`src/hw/rtl/grtt_pkg.sv`:
```
// shared types and constants for the guest range translation table
package grtt_pkg;

  localparam int unsigned MaxRanges = 64;
  localparam int unsigned AddrBits  = 48;
  localparam int unsigned IdxBits   = $clog2(MaxRanges);
  localparam int unsigned CntBits   = $clog2(MaxRanges + 1);

  typedef logic [AddrBits-1:0] addr_t;
  typedef logic [IdxBits-1:0]  idx_t;
  typedef logic [CntBits-1:0]  cnt_t;

  typedef enum logic [1:0] {
    OP_INSERT = 2'd0,
    OP_LOOKUP = 2'd1,
    OP_READ   = 2'd2,
    OP_NONE   = 2'd3
  } op_e;

  typedef enum logic [1:0] {
    ST_OK       = 2'd0,
    ST_OVERLAP  = 2'd1,
    ST_FULL     = 2'd2,
    ST_NOTFOUND = 2'd3
  } status_e;

  localparam logic [2:0] KindPhys    = 3'd0;
  localparam logic [2:0] KindInvalid = 3'd6;

  typedef struct packed {
    logic [1:0] opcode;
    addr_t      range_start;
    addr_t      range_end;
    logic [2:0] region_kind;
    addr_t      host_base;
    addr_t      query_address;
    logic [5:0] entry_index;
  } req_t;

  typedef struct packed {
    logic [1:0] status;
    logic [2:0] found_kind;
    addr_t      host_address;
    addr_t      entry_start;
    addr_t      entry_end;
    logic [6:0] region_count;
  } rsp_t;

  // classified command from front to back
  typedef struct packed {
    op_e        op;
    logic       idx_ok;
    idx_t       idx;
    addr_t      a_start;
    addr_t      a_end;
    logic [2:0] kind;
    addr_t      host;
    addr_t      query;
  } cmd_t;

  typedef struct packed {
    addr_t      s;
    addr_t      e;
    addr_t      h;
    logic [2:0] k;
  } entry_t;

endpackage

```
`src/hw/rtl/grtt_queue.sv`:
```
// two-entry command queue between front and back
module grtt_queue (
  input  logic           clk_i,
  input  logic           rst_ni,
  input  logic           wr_valid_i,
  output logic           wr_ready_o,
  input  grtt_pkg::cmd_t wr_data_i,
  output logic           rd_valid_o,
  input  logic           rd_ready_i,
  output grtt_pkg::cmd_t rd_data_o
);
  import grtt_pkg::*;

  cmd_t     mem_q [2];
  logic     wp_q, rp_q;
  logic [1:0] cnt_q;

  assign wr_ready_o = cnt_q != 2'd2;
  assign rd_valid_o = cnt_q != 2'd0;
  assign rd_data_o  = mem_q[rp_q];

  always_ff @(posedge clk_i) begin
    if (wr_valid_i && wr_ready_o) mem_q[wp_q] <= wr_data_i;
  end

  always_ff @(posedge clk_i or negedge rst_ni) begin
    if (!rst_ni) begin
      wp_q <= 1'b0;
      rp_q <= 1'b0;
      cnt_q <= 2'd0;
    end else begin
      if (wr_valid_i && wr_ready_o) wp_q <= ~wp_q;
      if (rd_valid_o && rd_ready_i) rp_q <= ~rp_q;
      cnt_q <= cnt_q + 2'(wr_valid_i && wr_ready_o) - 2'(rd_valid_o && rd_ready_i);
    end
  end
endmodule

```
`config.mk`:
```
export PLATFORM = sky130hd
export DESIGN_NAME = grtt_queue
export DESIGN_NICKNAME = d
export VERILOG_FILES = /design/src/hw/rtl/grtt_pkg.sv /design/src/hw/rtl/grtt_queue.sv
export SDC_FILE = /design/constraint.sdc
export NUM_CORES = 1
export LEC_CHECK = 0
export CORE_UTILIZATION = 50
export CTS_BUF_LIST = sky130_fd_sc_hd__clkbuf_16
export CTS_CLUSTER_SIZE = 25
export DETAILED_ROUTE_END_ITERATION = 8
export DONT_BUFFER_PORTS = 1
export HOLD_SLACK_MARGIN = 0.05
export MAX_ROUTING_LAYER = met4
export SKIP_LAST_GASP = 1
export SYNTH_ARGS = -nofsm -noshare
export SYNTH_HDL_FRONTEND = slang
export SYNTH_SLANG_ARGS = --single-unit
```
`constraint.sdc`:
```
create_clock -name clk_i -period 13.8 [get_ports clk_i]
set_input_delay 2.76 -clock clk_i [delete_from_list [all_inputs] [get_ports clk_i]]
set_output_delay 2.76 -clock clk_i [all_outputs]
set_load 0.01 [all_outputs]
```
==> results.md <==
* GRT overflow at 0
* Synth Register Bits at 412
* Synthesized area at 15500 µm²
* WS Path Type: flop to output pin
* Final setup margin at 7510 ps
* Worst skew pair latency at 520 ps
* Critical Path Source: rp_q$_DFFE_PN0P_
* Most common cell after layout, fill and taps aside: edfxtp_1
* Antenna violations before repair at 1
* Post-CTS Setup Bufs at 0
* Max Cap Viol at 0
* Worst R2R Start: cnt_q[0]$_DFF_PN0_
* Peak per-stage delay on the critical path at 890 ps
* Total Power at 3.91 mW
* Initial Util at 0.508
* Routed WL at 27300 µm
* Slew @ Worst Pin at 1230 ps
* CP bufs+invs at 2
* Fin. Hold Viols at 0
* First-pass GRT wire length at 37700 µm
* Slowest library cell on the worst path: dfrtp_4
* Hold buffers post-CTS at 0
* Clock Power Share at 0.277
* Type of the worst min-delay path: flop to flop
* Pre-CTS setup slack at 7990 ps
* Cell Int Power at 2.82 mW
* Required time worst endpoint at 11040 ps
* Reg power frac at 0.464
* FP Rows at 64
* Sw Share at 0.279
* Largest fanout on the critical path at 54
* Hold path cells at 1
* Number of global-route vias before repair at 6302
* Final worst-path cycle share at 0.456
* Proportion of layout cells with a drive suffix above 1 at 0.383
* Post-synthesis sequential area ratio at 0.795
* Syn. warnings at 0
* Worst setup EP type: output pin
* Die area at 31800 µm²
* Clock sinks at 412
* Slew Limit Fails at 0
* Delay-heaviest family, CP: buffers and inverters
* Post-detailed-route DRC marker count at 0
* Setup TNS at 0 ps
* Fin cells at 1105
* Worst hold slack at 534 ps
* Switching pwr at 1.09 mW
* Vias post-DR at 6009
* Fillers at 2250
* Cells on worst reg2reg path at 3
* Cell count after synthesis at 652
* F_max at 159 MHz
* Area growth syn-to-layout at 10.8%
* Clk buf depth at 3
* CTS resizes at 0
* CP startpoint kind: flop
* Initial DRT Pass Iterations at 4
* Max-slew headroom at 0.183
* Root buffer cell: clkbuf_16
* TritonCTS clock tree: built
* CTS buffer count at 42
* Placed cells at 1030
* Status: finished, final reports clean
* Cell breakdown of the critical path: buf_4 -> buf_4 -> mux2_4
* Port-buffer cells at 0
* Routability cong. at 0.795
* Antenna viol nets, final at 0
* Die height at 178 µm
* Pwr dens at 227 nW/µm²
* DRT iter0 DRCs at 373
* Io pins at 414
* Finish-stage setup viols at 0
* Largest net degree at the start of global routing at 205
* Data arrival time of the worst path at 3530 ps
* Die W at 178 µm
* LEAKAGE at 6.03 nW
* Most used cell, CP: buf_4
* Crit. path cell count at 3
* Mean post-synth cell area at 23.8 µm²
* Tmin final at 6290 ps
* Final design utilization at 0.563
* Syn_nets at 862
* RSZ-0062 raised after global routing: no
* VDD IR max at 0.150 mV
* Fin area at 17200 µm²
* Commonest cells after routing, fill and taps aside: edfxtp_1 (408), mux2_4 (150), mux2_2 (54)
* Logic pwr share at 0.259
* # nets final at 888
* Synth cell types at 16
* Total track usage at 0.168
* WL/cell at 24.7 µm
* Floorplan core area at 30600 µm²
* Worst hold start: cnt_q[0]$_DFF_PN0_
* Clock-pin slew on the worst setup and hold paths at 50 ps
* Area post-placement at 15900 µm²
* DR vias/cell at 5.44
* Worst clock skew at 16.7 ps
* H-tree depth at 2
-- cell type report --
class,count,area [µm²],share of cell area
clock inverters,28,251,0.0146
well taps,396,495,0.0288
multi-input cells,216,2970,0.172
repair buffers,5,62.6,0.00363
diodes,4,10.0,0.000581
flip-flops and latches,412,12400,0.718
inverters,1,3.75,0.000218
clock buffers,43,1080,0.0625
-- power groups by stage --
stage | registers, mW | clock network (mW) | logic (mW)
final | 1.81 | 1.08 | 1.01
after global routing | 1.84 | 1.16 | 1.08
after CTS | 1.82 | 1.11 | 1.04
after detailed placement | 1.84 | 0 | 1.04
after global placement | 1.83 | 0 | 1.02
after floorplan | 1.87 | 0 | 0.921
-- cells by family after synthesis --
logic type / share of synthesized area
buffers and inverters: 0.0149
multiplexers: 0.184
AND/OR/NAND/NOR: 0.00209
flip-flops: 0.795
adder cells (fa/ha/maj): 0.00161
XOR/XNOR: 0.00226
-- registers in the layout (all words and copies together) (netlist names) --
register  count
wp_q          1
mem_q       408
rp_q          1
cnt_q         2
-- path summary, 6_finish.rpt --
path	to	slack (ps)
worst max register to register	mem_q[1][105]$_DFFE_PP_	11180
worst min register to register	cnt_q[0]$_DFF_PN0_	530
max in group asynchronous	rp_q$_DFFE_PN0P_	11780
min in group asynchronous	rp_q$_DFFE_PN0P_	1940
worst max-delay path	rd_data_o[170]	7510
worst min-delay path	cnt_q[0]$_DFF_PN0_	530
-- metal layers --
metal	share of wire	wire length [µm]	global-route usage	vias up
li1	-	-	-	2649
met1	0.33	8870	0.162	3012
met2	0.53	14400	0.293	285
met3	0.12	3200	0.0716	63
met4	0.031	852	0.0667	0
met5	0	0	-	-
-- Yosys cell counts --
cell,instances,area [µm²]
edfxtp_1,408,12300
mux2_4,150,2250
mux2_2,54,608
buf_6,18,203
buf_2,5,25.0
dfrtp_1,4,100
xnor2_1,3,26.3
ha_1,2,25.0
and2_1,1,6.26
and3_1,1,6.26
inv_1,1,3.75
nand2_1,1,3.75
nand2b_1,1,6.26
nor2_1,1,3.75
or2_2,1,6.26
xor2_1,1,8.76
Note: power is estimated with default switching activity, not from simulation.
