`src/hw/rtl/grtt_pkg.sv`:
```
// shared types and constants for the guest range translation table
package grtt_pkg;

  localparam int unsigned MaxRanges = 64;
  localparam int unsigned AddrBits  = 48;
  localparam int unsigned IdxBits   = $clog2(MaxRanges);
  localparam int unsigned CntBits   = $clog2(MaxRanges + 1);

  typedef logic [AddrBits-1:0] addr_t;
  typedef logic [IdxBits-1:0]  idx_t;
  typedef logic [CntBits-1:0]  cnt_t;

  typedef enum logic [1:0] {
    OP_INSERT = 2'd0,
    OP_LOOKUP = 2'd1,
    OP_READ   = 2'd2,
    OP_NONE   = 2'd3
  } op_e;

  typedef enum logic [1:0] {
    ST_OK       = 2'd0,
    ST_OVERLAP  = 2'd1,
    ST_FULL     = 2'd2,
    ST_NOTFOUND = 2'd3
  } status_e;

  localparam logic [2:0] KindPhys    = 3'd0;
  localparam logic [2:0] KindInvalid = 3'd6;

  typedef struct packed {
    logic [1:0] opcode;
    addr_t      range_start;
    addr_t      range_end;
    logic [2:0] region_kind;
    addr_t      host_base;
    addr_t      query_address;
    logic [5:0] entry_index;
  } req_t;

  typedef struct packed {
    logic [1:0] status;
    logic [2:0] found_kind;
    addr_t      host_address;
    addr_t      entry_start;
    addr_t      entry_end;
    logic [6:0] region_count;
  } rsp_t;

  // classified command from front to back
  typedef struct packed {
    op_e        op;
    logic       idx_ok;
    idx_t       idx;
    addr_t      a_start;
    addr_t      a_end;
    logic [2:0] kind;
    addr_t      host;
    addr_t      query;
  } cmd_t;

  typedef struct packed {
    addr_t      s;
    addr_t      e;
    addr_t      h;
    logic [2:0] k;
  } entry_t;

endpackage

```
`src/hw/rtl/grtt_front.sv`:
```
// front part: accepts items and classifies them into commands
module grtt_front (
  input  logic          clk_i,
  input  logic          rst_ni,
  input  logic          in_valid,
  output logic          in_ready,
  input  grtt_pkg::req_t in_data,
  input  grtt_pkg::cnt_t count_i,
  input  logic          done_i,
  output logic          cmd_valid_o,
  input  logic          cmd_ready_i,
  output grtt_pkg::cmd_t cmd_o
);
  import grtt_pkg::*;

  logic busy_q, busy_d;

  // one item in flight; count is stable once the back part has finished
  always_comb begin
    busy_d = busy_q;
    if (done_i) busy_d = 1'b0;
    if (in_valid && in_ready) busy_d = 1'b1;
  end

  always_ff @(posedge clk_i or negedge rst_ni) begin
    if (!rst_ni) busy_q <= 1'b0;
    else busy_q <= busy_d;
  end

  assign in_ready    = !busy_q && cmd_ready_i;
  assign cmd_valid_o = in_valid && in_ready;

  always_comb begin
    cmd_o         = '0;
    cmd_o.op      = op_e'(in_data.opcode);
    cmd_o.idx     = in_data.entry_index[IdxBits-1:0];
    cmd_o.idx_ok  = CntBits'(in_data.entry_index) < count_i;
    cmd_o.a_start = in_data.range_start;
    cmd_o.a_end   = in_data.range_end;
    cmd_o.kind    = in_data.region_kind;
    cmd_o.host    = in_data.host_base;
    cmd_o.query   = in_data.query_address;
  end
endmodule

```
`config.mk`:
```
export PLATFORM = sky130hd
export DESIGN_NAME = grtt_front
export DESIGN_NICKNAME = d
export VERILOG_FILES = /design/src/hw/rtl/grtt_pkg.sv /design/src/hw/rtl/grtt_front.sv
export SDC_FILE = /design/constraint.sdc
export NUM_CORES = 1
export LEC_CHECK = 0
export BUFFER_PORTS_ARGS = -buffer_cell sky130_fd_sc_hd__buf_2
export CAP_MARGIN = 20
export CORE_AREA = 10 10 155 157
export CTS_BUF_LIST = sky130_fd_sc_hd__clkbuf_4 sky130_fd_sc_hd__clkbuf_8
export DETAILED_ROUTE_END_ITERATION = 12
export DIE_AREA = 0 0 165 167
export GPL_ROUTABILITY_DRIVEN = 0
export GPL_TIMING_DRIVEN = 0
export PLACE_DENSITY_LB_ADDON = 0.1
export SLEW_MARGIN = 10
export SYNTH_ARGS = -nofsm -noshare
export SYNTH_HDL_FRONTEND = slang
export SYNTH_SLANG_ARGS = --single-unit
```
`constraint.sdc`:
```
create_clock -name clk_i -period 2.1 [get_ports clk_i]
set_clock_uncertainty 0.15 [all_clocks]
set_input_delay 0.42 -clock clk_i [delete_from_list [all_inputs] [get_ports clk_i]]
set_output_delay 0.42 -clock clk_i [all_outputs]
set_load 0.03 [all_outputs]
```
==> results.py <==
metrics = {
    "routing": {
        "ant_nets": 0,
        "wl_per_cell_um": 14.8,
        "via_per_inst": 2.74,
        "dr.pass1.iters": 4,
        "drt_iter0_drc": 21,
        "drc": 0,
        "wl_mm": 10.7,
        "vias": 1983,
    },
    "yosys": {
        "synth-seq-cells": 1,
        "syn_inst": 225,
        "synth_cell_type_count": 14,
        "syn_avg_cell_area_um2": 7.57,
        "syn_nets": 445,
        "synthMuxAreaShare": 0.00587,
        "synth-compound-area-share": 0.0206,
        "synth-simple-area-share": 0.0169,
        "yosysSeqAreaShare": 0.0147,
        "synth_xor_xnor_area_share": 0,
        "synthAdderAreaFrac": 0.0367,
        "yosysWarnings": 0,
        "synth_top_family_by_area": "buffers and inverters",
        "syn-cell-area_um2": 1700,
    },
    "worst_setup_path": {
        "cp-startpoint": "count_i[4]",
        "path_max_fanout": 2,
        "rrSetupSlack_ns": 1.31,
        "reg2reg_from": "busy_q$_DFFE_PN0P_",
        "start_kind": "input port",
        "critPathArrivalTime_ns": 1.47,
        "required_ns": 1.53,
        "endpoint_kind": "output port",
        "r2r_cells": 1,
        "crit_type": "in2out",
        "r2r_end": "busy_q$_DFFE_PN0P_",
    },
    "floorplanning": {
        "fp-row-count": 53,
        "die_h_um": 167,
        "pin_count": 421,
        "design.core.area_um2": 20800,
        "die_x_um": 165,
        "start_util": 0.0818,
        "dieArea_um2": 27600,
    },
    "run": {
        "max-cap-violations": 0,
    },
    "timing": {
        "finalSetupViolCount": 0,
        "hold_ws_ns": 0.0442,
        "max_freq_mhz": 491,
        "period_minus_slack_ns": 2.04,
        "fin_crit_sh": 0.971,
        "postLayoutSetupSlackWorst_ns": 0.0615,
        "slew_viol_final": 0,
        "rsz0062_at_grt": "no",
        "worst_slew_pin_slew_ns": 0.196,
        "final_hold_viol_count": 0,
        "max_slew_margin": 0.870,
    },
    "power": {
        "power.switching_mw": 0.589,
        "netSwitchingFraction": 0.581,
        "power.internal_mw": 0.425,
        "pwr-share-comb": 0.977,
        "power.sequential.fraction": 0.023,
        "p_per_area_nw_per_um2": 317,
        "p_clk_frac": 0,
        "p_total_mw": 1.01,
        "p_leak_nw": 1.97,
        "vdd_drop_max_mv": 0.0778,
    },
    "global_route": {
        "grt_overflow": 0,
        "antenna_found_initial": 0,
        "grt_first_pass_wirelength_mm": 13.7,
        "grt_pass1_vias": 2314,
        "grt_max_degree": 4,
        "grt.total_usage": 0.0634,
    },
    "clock_network": {
        "hold_buffers": 0,
        "clock_latency_ns": 0,
        "clk_pin_slew_ns": 0,
    },
    "finish": {
        "largest-register": "busy_q",
        "top_regs": "busy_q (1)",
        "nFillCells": 2424,
        "layout-drive-gt1-share": 0.958,
        "largest_register_ff_count": 1,
        "fin_nets": 670,
        "syn_to_final_growth_pct": 87.5,
        "stdcell_count": 723,
        "antenna_cells": 0,
    },
    "placement": {
        "post-place-cells": 723,
        "place_ws_ns": -0.0715,
        "port_buffers": 223,
    },
    "outcome": {
        "outcome": "completed",
    },
    "hold_path": {
        "holdCritPathClass": "in2async",
    },
}
## area by class of cell
cell class              count  area [µm²]  area share
multi-input cells          16         161      0.0505
well taps                 275         344       0.108
flip-flops and latches      1        25.0     0.00783
inverters                   5        18.8     0.00587
plain buffers             203        1520       0.477
repair buffers            223        1120       0.351
## how the worst max path moves through the flow
stage / endpoint / slack, ns / depth (start not counted)
after floorplan: cmd_o[201] / 0.20 / 5
after global placement: cmd_o[201] / -0.06 / 6
after detailed placement: cmd_o[201] / -0.07 / 6
after CTS: cmd_o[201] / 0.01 / 7
after global routing: cmd_o[201] / 0.005 / 7
final: cmd_o[201] / 0.06 / 7
## layout by cell type (no fill, tap or decap), drive strengths merged
| master | instances |
|---|---|
| nand2b | 1 |
| nand2 | 1 |
| a21oi | 1 |
| nand4b | 1 |
| o22a | 1 |
| dfrtp | 1 |
| a21o | 2 |
| ha | 5 |
| nor2 | 1 |
| inv | 5 |
| buf | 426 |
| a31oi | 1 |
| nor2b | 1 |
| mux2i | 1 |
## cell families after synthesis
logic type      count (synthesis)
compound gates                  5
fa+ha+maj                       5
buf+inv                       208
flops                           1
mux                             1
simple gates                    5
## power by group through the flow
stage	registers, mW	logic, mW	clock network, mW
after floorplan	0.0231	0.755	0
after global placement	0.0233	1.01	0
after detailed placement	0.0234	1.00	0
after CTS	0.0234	1.01	0
after global routing	0.0235	1.05	0
final	0.0234	0.990	0
## critical path, stage by stage
cell and delay, ns:
buf_2 0.10, inv_1 0.10, ha_4 0.21, a21o_1 0.15
a21oi_1 0.13, o22a_1 0.20, buf_6 0.15
## cell usage after synthesis
master    count  share of area
a21o_1        2         0.0088
a21oi_1       1         0.0029
a31oi_1       1         0.0037
buf_4       203           0.89
dfrtp_1       1          0.015
ha_1          5          0.037
inv_1         5          0.011
mux2i_1       1         0.0059
nand2_1       1         0.0022
nand2b_1      1         0.0037
nand4b_1      1         0.0051
nor2_1        1         0.0022
nor2b_1       1         0.0037
o22a_1        1         0.0051
## per-stage QoR
step / utilization / setup TNS [ns] / area (µm²)
final: 0.153 / 0 / 3200
after detailed placement: 0.152 / -0.0715 / 3160
after CTS: 0.153 / 0 / 3180
after global placement: 0.152 / -0.0607 / 3160
after floorplan: - / 0 / 1700
after global routing: 0.153 / 0 / 3200
## repair_timing
action | 4_1_cts | 5_1_grt
buffers inserted | 0 | 0
pin swaps | 1 | 1
resized for setup | 3 | 2
endpoints found under the hold margin | 0 | 0
endpoints found under the setup margin | 1 | 1
## layer usage
layer / share of wire / up-vias / global-route usage
li1: - / 928 / -
met1: 0.21 / 831 / 0.0379
met2: 0.61 / 222 / 0.152
met3: 0.17 / 2 / 0.0296
met4: 0.0022 / 0 / 0.00154
met5: 0 / - / 0
(Power assumes the default switching activity.)
